### src/rtl/fbp_pkg.sv
// Package for the flux bit cell PLL: widths, reset values, divisors and FSM types.
package fbp_pkg;

   localparam int FRAC_BITS_DEF = 8;
   localparam int PERIOD_W      = 12;
   localparam int INTERVAL_W    = 16;
   localparam int RUN_W         = 16;
   localparam int CSR_ADDR_W    = 3;
   localparam int CSR_DATA_W    = 32;

   localparam logic [PERIOD_W-1:0] PERIOD_RESET = 12'd144;

   // Register index, taken from byte address bit 2.
   localparam logic REG_CELL_PERIOD = 1'b0;

   // Runs of this many zeros or fewer steer the clock by the phase error.
   localparam int SMALL_RUN = 3;

   // Reduced constant divisors: 40/100 = 2/5, 5/100 = 1/20, 10/100 = 1/10.
   localparam int RES_MUL = 2;
   localparam int RES_DIV = 5;
   localparam int ADJ_DIV = 20;
   localparam int LIM_DIV = 10;

   typedef enum logic [4:0] {
      ST_IDLE  = 5'b00001,
      ST_CHECK = 5'b00010,
      ST_DIV   = 5'b00100,
      ST_POST  = 5'b01000,
      ST_FIN   = 5'b10000
   } fsm_state_type;

   typedef enum logic [3:0] {
      OP_RUN = 4'b0001,
      OP_RES = 4'b0010,
      OP_ADJ = 4'b0100,
      OP_LIM = 4'b1000
   } div_op_type;

endpackage

### src/rtl/flux_bitcell_pll.sv
// Top level of the flux bit cell PLL data separator.
//
// Usage:
//   The req channel carries one flux interval (sample ticks between two
//   transitions) per item. The rsp channel returns at most one item per
//   request: the count of zero cells before the next one cell, saturated at
//   65535 with a flag. Short intervals (phase below half a cell) return nothing.
//   The csr port holds cell_period at byte address 0; writing it re-centres
//   the loop (clock to nominal, phase residual cleared). Write it only idle.
// Sequencing:
//   req_ready is high only while the sequencer is idle. A short interval steps
//   through accept and compare. An emitting interval steps through accept,
//   compare, a restoring divider for the run length over DW = FRAC_BITS+18
//   quotient bits (26 at the default), four post steps (clamp limit, residual,
//   clock step, clamp), the first three on one shared reciprocal multiplier,
//   and a result step, which sets the registered rsp_valid once the result register is free.
// Reset: synchronous, active high. Clears the sequencer and output valid, sets
//   cell_period to 144, the clock to its centre and the residual to zero.
// Stall: the result register holds the item while rsp_ready is low; the next
//   interval is accepted meanwhile, and a second result waits until it frees.
module flux_bitcell_pll #(
   parameter int FRAC_BITS = fbp_pkg::FRAC_BITS_DEF
) (
   input  logic                              clock,
   input  logic                              reset,
   // interval input
   input  logic                              req_valid,
   output logic                              req_ready,
   input  logic [fbp_pkg::INTERVAL_W-1:0]    req_interval,
   // run result output
   output logic                              rsp_valid,
   input  logic                              rsp_ready,
   output logic [fbp_pkg::RUN_W-1:0]         rsp_zero_run,
   output logic                              rsp_run_saturated,
   // configuration port
   input  logic                              csr_psel,
   input  logic                              csr_penable,
   input  logic                              csr_pwrite,
   input  logic [fbp_pkg::CSR_ADDR_W-1:0]    csr_paddr,
   input  logic [fbp_pkg::CSR_DATA_W-1:0]    csr_pwdata,
   output logic [fbp_pkg::CSR_DATA_W-1:0]    csr_prdata,
   output logic                              csr_pready
);

   localparam int PW   = fbp_pkg::PERIOD_W;
   localparam int IW   = fbp_pkg::INTERVAL_W;
   localparam int ZW   = fbp_pkg::RUN_W;
   localparam int CW   = PW + FRAC_BITS + 1;   // cell clock, unsigned
   localparam int TW   = IW + FRAC_BITS + 2;   // phase sum, signed
   localparam int RW   = CW + 1;               // post-run remainder, signed
   localparam int NW   = CW + 2;               // clock before clamping, signed
   localparam int DW   = TW;                   // divider dividend / quotient
   localparam int CNTW = $clog2(DW);
   localparam int MW   = CW;                   // multiplier operand, magnitudes
   // Enough reciprocal fraction bits for exact quotients by divisors up to 32.
   localparam int RSH  = MW + 5;

   localparam logic [CW-1:0] CLOCK_RESET = CW'(fbp_pkg::PERIOD_RESET) << FRAC_BITS;

   // Rounded-up reciprocals of the constant divisors.
   localparam logic [MW+2:0] RCP_RES =
      (MW+3)'(((longint'(1) << RSH) + longint'(fbp_pkg::RES_DIV - 1))
              / longint'(fbp_pkg::RES_DIV));
   localparam logic [MW+2:0] RCP_ADJ =
      (MW+3)'(((longint'(1) << RSH) + longint'(fbp_pkg::ADJ_DIV - 1))
              / longint'(fbp_pkg::ADJ_DIV));
   localparam logic [MW+2:0] RCP_LIM =
      (MW+3)'(((longint'(1) << RSH) + longint'(fbp_pkg::LIM_DIV - 1))
              / longint'(fbp_pkg::LIM_DIV));

   // Centre clock of a period; a zero period counts as one.
   function automatic logic [CW-1:0] centre_f(input logic [PW-1:0] per);
      logic [PW-1:0] p1;
      p1 = (per == '0) ? PW'(1) : per;
      return {1'b0, p1, {FRAC_BITS{1'b0}}};
   endfunction

   fbp_pkg::fsm_state_type state_ff, state_in;
   fbp_pkg::div_op_type    op_ff, op_in;

   logic [PW-1:0]        period_ff, period_in;
   logic [CW-1:0]        clock_ff, clock_in;
   logic signed [TW-1:0] resid_ff, resid_in;
   logic signed [TW-1:0] ticks_ff, ticks_in;
   logic signed [RW-1:0] rem_ff, rem_in;
   logic signed [NW-1:0] nclk_ff, nclk_in;
   logic                 small_ff, small_in;
   logic                 neg_ff, neg_in;
   logic [CW-1:0]        part_ff, part_in;
   logic [DW-1:0]        quo_ff, quo_in;
   logic [CW-1:0]        dvs_ff, dvs_in;
   logic [CNTW-1:0]      cnt_ff, cnt_in;
   logic [MW-3:0]        lim_ff, lim_in;
   logic [ZW-1:0]        zrun_ff, zrun_in;
   logic                 zsat_ff, zsat_in;
   logic                 rsp_valid_ff, rsp_valid_in;
   logic [ZW-1:0]        rsp_zero_run_ff, rsp_zero_run_in;
   logic                 rsp_run_saturated_ff, rsp_run_saturated_in;

   logic                 cfg_wr;
   logic [CW-1:0]        centre;
   logic signed [TW-1:0] half_t;
   logic signed [TW-1:0] above_half;
   logic [CW:0]          trial;
   logic [CW:0]          diff;
   logic signed [RW-1:0] rem_v;
   logic signed [NW-1:0] dbl_rem;
   logic [NW-1:0]        dbl_mag;
   logic signed [RW-1:0] adj_x;
   logic [RW-1:0]        adj_mag;
   logic [MW-1:0]        mul_a;
   logic [MW+2:0]        mul_b;
   logic [2*MW+2:0]      mul_p;
   logic [MW-3:0]        mul_q;
   logic signed [TW-1:0] res_q;
   logic signed [NW-1:0] delta;
   logic signed [NW-1:0] lim;
   logic signed [NW-1:0] cmin;
   logic signed [NW-1:0] cmax;
   logic                 run_sat;

   assign cfg_wr = csr_psel && csr_penable && csr_pwrite
                   && (csr_paddr[2] == fbp_pkg::REG_CELL_PERIOD);
   assign csr_pready = 1'b1;
   assign csr_prdata = {{(fbp_pkg::CSR_DATA_W-PW){1'b0}}, period_ff};

   assign centre = centre_f(period_ff);
   assign half_t = $signed({{(TW-CW+1){1'b0}}, clock_ff[CW-1:1]});
   assign above_half = ticks_ff - half_t;

   // One restoring divider step: shift in the next dividend bit, try subtract.
   assign trial = {part_ff, quo_ff[DW-1]};
   assign diff  = trial - {1'b0, dvs_ff};

   // Phase left after the last whole cell: remainder + half - clock.
   assign rem_v = $signed({1'b0, part_ff}) + $signed({2'b00, clock_ff[CW-1:1]})
                  - $signed({1'b0, clock_ff});
   assign dbl_rem = NW'(rem_v) * NW'(fbp_pkg::RES_MUL);
   assign dbl_mag = dbl_rem[NW-1] ? NW'(-dbl_rem) : NW'(dbl_rem);

   assign adj_x   = small_ff ? rem_ff
                             : $signed({1'b0, centre}) - $signed({1'b0, clock_ff});
   assign adj_mag = adj_x[RW-1] ? RW'(-adj_x) : RW'(adj_x);

   // Shared reciprocal multiplier: the run step scales the centre for the
   // clamp limit, later steps scale the magnitude held in quo.
   assign mul_a = (op_ff == fbp_pkg::OP_RUN) ? centre : quo_ff[MW-1:0];

   always_comb begin
      case (op_ff)
         fbp_pkg::OP_RUN: mul_b = RCP_LIM;
         fbp_pkg::OP_RES: mul_b = RCP_RES;
         default:         mul_b = RCP_ADJ;
      endcase
   end

   assign mul_p = {{(MW+3){1'b0}}, mul_a} * {{MW{1'b0}}, mul_b};
   assign mul_q = mul_p[2*MW+2:RSH];

   assign res_q = $signed({{(TW-MW+2){1'b0}}, mul_q});
   assign delta = neg_ff ? -$signed({{(NW-MW+2){1'b0}}, mul_q})
                         : $signed({{(NW-MW+2){1'b0}}, mul_q});
   assign lim   = $signed({{(NW-MW+2){1'b0}}, lim_ff});
   assign cmin  = $signed({2'b00, centre}) - lim;
   assign cmax  = $signed({2'b00, centre}) + lim;

   assign run_sat = |quo_ff[DW-1:ZW];

   assign req_ready         = (state_ff == fbp_pkg::ST_IDLE);
   assign rsp_valid         = rsp_valid_ff;
   assign rsp_zero_run      = rsp_zero_run_ff;
   assign rsp_run_saturated = rsp_run_saturated_ff;

   always_comb begin
      state_in             = state_ff;
      op_in                = op_ff;
      period_in            = period_ff;
      clock_in             = clock_ff;
      resid_in             = resid_ff;
      ticks_in             = ticks_ff;
      rem_in               = rem_ff;
      nclk_in              = nclk_ff;
      small_in             = small_ff;
      neg_in               = neg_ff;
      part_in              = part_ff;
      quo_in               = quo_ff;
      dvs_in               = dvs_ff;
      cnt_in               = cnt_ff;
      lim_in               = lim_ff;
      zrun_in              = zrun_ff;
      zsat_in              = zsat_ff;
      rsp_zero_run_in      = rsp_zero_run_ff;
      rsp_run_saturated_in = rsp_run_saturated_ff;
      rsp_valid_in         = rsp_valid_ff && !rsp_ready;

      case (state_ff)
         fbp_pkg::ST_IDLE: begin
            if (cfg_wr) begin
               period_in = csr_pwdata[PW-1:0];
               clock_in  = centre_f(csr_pwdata[PW-1:0]);
               resid_in  = '0;
            end
            if (req_valid) begin
               ticks_in = resid_ff
                          + $signed({2'b00, req_interval, {FRAC_BITS{1'b0}}});
               state_in = fbp_pkg::ST_CHECK;
            end
         end
         fbp_pkg::ST_CHECK: begin
            if (ticks_ff < half_t) begin
               // Short interval: accumulate only.
               resid_in = ticks_ff;
               state_in = fbp_pkg::ST_IDLE;
            end else begin
               quo_in   = DW'(above_half);
               part_in  = '0;
               dvs_in   = clock_ff;
               neg_in   = 1'b0;
               cnt_in   = CNTW'(DW-1);
               op_in    = fbp_pkg::OP_RUN;
               state_in = fbp_pkg::ST_DIV;
            end
         end
         fbp_pkg::ST_DIV: begin
            if (!diff[CW]) begin
               part_in = diff[CW-1:0];
               quo_in  = {quo_ff[DW-2:0], 1'b1};
            end else begin
               part_in = trial[CW-1:0];
               quo_in  = {quo_ff[DW-2:0], 1'b0};
            end
            if (cnt_ff == '0) begin
               state_in = fbp_pkg::ST_POST;
            end else begin
               cnt_in = cnt_ff - CNTW'(1);
            end
         end
         fbp_pkg::ST_POST: begin
            // Advance one post step per cycle; the first three use the shared multiplier.
            case (op_ff)
               fbp_pkg::OP_RUN: begin
                  // Quotient is the zero count; take the clamp limit and set
                  // up the residual scaling.
                  zsat_in  = run_sat;
                  zrun_in  = run_sat ? '1 : quo_ff[ZW-1:0];
                  small_in = (quo_ff <= DW'(fbp_pkg::SMALL_RUN));
                  rem_in   = rem_v;
                  lim_in   = mul_q;
                  quo_in   = {{(DW-NW){1'b0}}, dbl_mag};
                  neg_in   = dbl_rem[NW-1];
                  op_in    = fbp_pkg::OP_RES;
               end
               fbp_pkg::OP_RES: begin
                  // Keep 40 percent of the phase, truncated toward zero.
                  resid_in = neg_ff ? -res_q : res_q;
                  quo_in   = {{(DW-RW){1'b0}}, adj_mag};
                  neg_in   = adj_x[RW-1];
                  op_in    = fbp_pkg::OP_ADJ;
               end
               fbp_pkg::OP_ADJ: begin
                  nclk_in = $signed({2'b00, clock_ff}) + delta;
                  op_in   = fbp_pkg::OP_LIM;
               end
               fbp_pkg::OP_LIM: begin
                  // Clamp to centre +/- 10 percent.
                  if (nclk_ff < cmin) begin
                     clock_in = cmin[CW-1:0];
                  end else if (nclk_ff > cmax) begin
                     clock_in = cmax[CW-1:0];
                  end else begin
                     clock_in = nclk_ff[CW-1:0];
                  end
                  state_in = fbp_pkg::ST_FIN;
               end
               default: begin
                  state_in = fbp_pkg::ST_IDLE;
               end
            endcase
         end
         fbp_pkg::ST_FIN: begin
            // Hold until the result register is free.
            if (!rsp_valid_ff || rsp_ready) begin
               rsp_valid_in         = 1'b1;
               rsp_zero_run_in      = zrun_ff;
               rsp_run_saturated_in = zsat_ff;
               state_in             = fbp_pkg::ST_IDLE;
            end
         end
         default: begin
            state_in = fbp_pkg::ST_IDLE;
         end
      endcase
   end

   always_ff @(posedge clock) begin
      if (reset) begin
         state_ff     <= fbp_pkg::ST_IDLE;
         op_ff        <= fbp_pkg::OP_RUN;
         period_ff    <= fbp_pkg::PERIOD_RESET;
         clock_ff     <= CLOCK_RESET;
         resid_ff     <= '0;
         rsp_valid_ff <= 1'b0;
      end else begin
         state_ff     <= state_in;
         op_ff        <= op_in;
         period_ff    <= period_in;
         clock_ff     <= clock_in;
         resid_ff     <= resid_in;
         rsp_valid_ff <= rsp_valid_in;
      end
   end

   always_ff @(posedge clock) begin
      ticks_ff             <= ticks_in;
      rem_ff               <= rem_in;
      nclk_ff              <= nclk_in;
      small_ff             <= small_in;
      neg_ff               <= neg_in;
      part_ff              <= part_in;
      quo_ff               <= quo_in;
      dvs_ff               <= dvs_in;
      cnt_ff               <= cnt_in;
      lim_ff               <= lim_in;
      zrun_ff              <= zrun_in;
      zsat_ff              <= zsat_in;
      rsp_zero_run_ff      <= rsp_zero_run_in;
      rsp_run_saturated_ff <= rsp_run_saturated_in;
   end

endmodule
### config.mk
export PLATFORM = sky130hd
export DESIGN_NAME = flux_bitcell_pll
export DESIGN_NICKNAME = d
export VERILOG_FILES = /design/src/rtl/fbp_pkg.sv /design/src/rtl/flux_bitcell_pll.sv
export SDC_FILE = /design/constraint.sdc
export NUM_CORES = 1
export LEC_CHECK = 0
export BUFFER_PORTS_ARGS = -buffer_cell sky130_fd_sc_hd__buf_4
export CORE_MARGIN = 4
export CORE_UTILIZATION = 65
export CTS_CLUSTER_DIAMETER = 40
export DETAILED_ROUTE_END_ITERATION = 10
export PLACE_DENSITY = 0.83
export SYNTH_ARGS = -nofsm -noshare
export SYNTH_HDL_FRONTEND = slang
export SYNTH_SLANG_ARGS = --single-unit
### constraint.sdc
create_clock -name clock -period 12.5 [get_ports clock]
set_clock_uncertainty 0.05 [all_clocks]
set_input_delay 0.625 -clock clock [delete_from_list [all_inputs] [get_ports clock]]
set_output_delay 0.625 -clock clock [all_outputs]
set_load 0.005 [all_outputs]
==> summary.md <==
| Metric | Value |
|---|---|
| CP arrival | `about 12000 ps` |
| Number of vias per cell | `between 6 and 7` |
| Nets | `between 4000 and 5000` |
| Top Metal Used | `met5` |
| Synth Instances | `3252` |
| CTS sink cnt | `~270` |
| Pin count of the biggest net entering global routing | `between 60 and 70` |
| Clock Latency Late Sink | `approximately 600 ps` |
| Critical Path Start Type | `flip-flop` |
| P&R area growth vs syn | `10.13%` |
| Flop pwr share | `between 20% and 30%` |
| Switching Fraction | `roughly 37%` |
| Avg Inst Size Synth | `9.274 µm²` |
| Yosys top cell area share | `19.81%` |
| Synth Flop Type | `edfxtp_1` |
| WP data required | `about 13000 ps` |
| Inserted Clock Buffers | `49` |
| Drt wl/cell | `between 20 and 25 µm` |
| TritonCTS clock tree | `built` |
| Slowest-stage cell, CP | `fa_1` |
| Distinct cells, synth | `90` |
| Die footprint | `roughly 50000 µm²` |
| Antenna viol nets, final | `0` |
| Final number of hold-violating endpoints | `0` |
| Post-CTS setup buffers | `0` |
| Antenna violations before repair | `4` |
| Pins Over Slew Limit | `0` |
| Top cells by count, synth | `inv_1, ha_1, fa_1, nor2_1, nand2_1` |
| Count leader, synth | `inv_1` |
| Core area | `45580 µm²` |
| Post-layout minimum cycle time | `about 12000 ps` |
| Status | `complete, no violations` |
| Peak supply drop | `0.0001133 V` |
| Metal-1 WL | `about 37 mm` |
| Number of H-tree levels | `2` |
| Yosys warns | `0` |
| FF/Latch Area | `approximately 7400 µm²` |
| Achievable Freq | `0.08355 GHz` |
| Mapped Area | `30160 µm²` |
| GRT Total Usage | `36.93%` |
| Setup TNS | `0 ps` |
| Clock Tree Buf Depth | `3` |
| Routability cong. | `1.015` |
| Setup Crit Path Kind | `reg2reg` |
| Register bit total from synthesis | `around 270` |
| Routed length on met3 | `around 11 mm` |
| Root Buffer | `clkbuf_16` |
| Max cap viols | `0` |
| Drt drc | `0` |
| Die Y | `about 220 µm` |
| Sequential cell area fraction in the yosys report | `around a quarter` |
| Detailed Route Iter0 Violations | `~2600` |
| Ports | `110` |
| CTS Hold Bufs | `0` |
| Clock-pin slew of the registers on the worst-case setup and hold paths | `approximately 60 ps` |
| Worst Tran Pin Value | `~1200 ps` |
| Port Buffers | `66` |
| Drt total wl | `a little over 90 mm` |
| Unrepaired setup endpoints after global routing | `false` |
| Clk pwr share | `between 30 and 40%` |
| Die width | `~220 µm` |
| Worst hold path class | `in2reg` |
| Synth top area cells | `edfxtp_1, fa_1, ha_1` |
| Critical Path Fanout Max | `19` |
| Total congestion overflow | `0` |
| Crit share post-route | `95.75%` |
| Initial Utilization | `66.17%` |
| Row count | `78` |
| Buf/Inv on CP | `7` |
| Max stage delay on crit path | `between 600 and 700 ps` |
| Comb power frac | `35.1%` |
| Post-synth ARST share | `0%` |
| Sw power | `approximately 1.4 mW` |
| Layout cells sized above 1 | `approximately 8.0%` |
| Delay-heaviest family, CP | `adder cells` |
| Post-synth EDFFs | `between 150 and 200` |
| Number of fill cells | `roughly 3400` |
| Vias in the first global route | `~25000` |
| Cell taking the most area after synthesis | `edfxtp_1` |
| Setup violations, final | `0` |
| First-pass GRT wire length | `roughly 140 mm` |
| Worst rel slew slack | `roughly 17%` |
| CP dominant cell by count | `fa_1` |
| Overall power | `between 3 and 4 mW` |
| Multi-input logic area | `a little over 20000 µm²` |
| P_int | `around 2.4 mW` |
| DP HPWL | `between 70 and 80 mm` |
| Leakage | `~16 nW` |
| Pwr Density | `about 110 nW/µm²` |
| Setup crit end kind | `flip-flop` |
| Via count | `between 20000 and 30000` |
| Met2 WL | `a little over 40 mm` |
| First-pass DRT Iterations | `7` |
-- cell type report --
cell class / count / share of cell area [%]
Antenna cell: 3 / 0.02260
Clock buffer: 56 / 3.865
Clock inverter: 36 / 1.194
Inverter: 547 / 6.182
Multi-Input combinational cell: 2354 / 61.46
Sequential cell: 268 / 22.15
Tap cell: 600 / 2.260
Timing Repair Buffer: 125 / 2.863
-- power by group through the flow --
stage	Combinational, mW	Clock [mW]	Sequential [mW]
after floorplan	0.923	0	1.07
after global placement	1.24	0	1.09
after detailed placement	1.28	0	1.09
after CTS	1.29	1.36	1.08
after global routing	1.44	1.41	1.08
final	1.32	1.36	1.08
-- cell families (layout without fill, tap and decap cells) --
kind of cell    count (synthesis)  in the layout  synth area share, %
other cells                     2             32              0.02490
mux                            45             45                1.518
buf+inv                       657            764                8.489
fa+ha+maj                     615            615                32.29
flops                         268            268                24.40
xor+xnor                      193            193                5.630
compound gates                663            663                14.80
simple gates                  809            809                12.85
-- stage by stage --
| stage | cells | hold WS, ps | area, µm² | util, % | setup slack [ps] |
|---|---|---|---|---|---|
| after global routing | 3986 | 227.7 | 33200 | 72.85 | 19.71 |
| final | 3989 | 229.4 | 33210 | 72.87 | 531.3 |
| after floorplan | 3279 | 350.3 | 30260 | - | 1453 |
| after global placement | 3894 | 353.7 | 31510 | 69.14 | 886.2 |
| after CTS | 3986 | 198.7 | 33190 | 72.83 | 579.1 |
| after detailed placement | 3894 | 355.4 | 31510 | 69.14 | 636.6 |
-- metal layers --
layer  GRT usage, %  up-vias
met5              0        -
met4          16.54        2
met3          10.92      333
met2          55.67     1473
met1          49.66    12180
li1               -    11280
-- timing repair --
| action | CTS | global route |
|---|---|---|
| gates resized for setup | 0 | 2 |
| hold endpoints to repair | 0 | 0 |
| setup endpoints to repair | 0 | 2 |
-- registers in the layout, indices dropped and copies added, names as in the netlist, 4 cells and up --
signal        flops
clock_ff         21
cnt_ff            5
dvs_ff           21
lim_ff           19
nclk_ff          23
op_ff             4
part_ff          21
period_ff        12
quo_ff           26
rem_ff           22
resid_ff         26
rsp_zero_run     16
state_ff          5
ticks_ff         26
zrun_ff          16
-- placed cells by master, fill, tap and decap left out, types with 10 or more instances in the layout --
master,n
nor4_1,17
ha_1,343
fa_1,272
clkbuf_16,50
a211o_1,13
inv_6,10
or3_1,21
o22ai_1,11
a221oi_1,26
o21bai_1,24
o31ai_1,24
xor2_1,49
o21a_1,38
nand3_1,38
and2_1,32
dfxtp_1,69
a21o_1,48
nand2b_1,26
inv_1,547
a31oi_1,16
o21ai_0,135
or2_2,27
a22oi_1,11
nand2_1,205
a21oi_1,157
and3_1,15
o211ai_1,22
edfxtp_1,199
a2111oi_0,11
buf_4,124
nand3b_1,12
mux2i_1,39
conb_1,29
nor3_1,79
xnor2_1,142
nor2_1,245
a211oi_1,29
nand4_1,22
nor2b_1,32
-- worst paths after layout --
path	startpoint	endpoint	slack (ps)	cells after the start
min reg2reg	zrun_ff[13]$_SDFFCE_PP1P_	rsp_zero_run[13]$_DFFE_PP_	360	0
max reg2reg	op_ff[2]$_SDFFE_PP0P_	nclk_ff[20]$_DFFE_PP_	530	42
max	op_ff[2]$_SDFFE_PP0P_	nclk_ff[20]$_DFFE_PP_	530	42
min	csr_pwdata[7]	period_ff[7]$_SDFFE_PP1P_	230	2
Power figures use the tool's default switching activity.
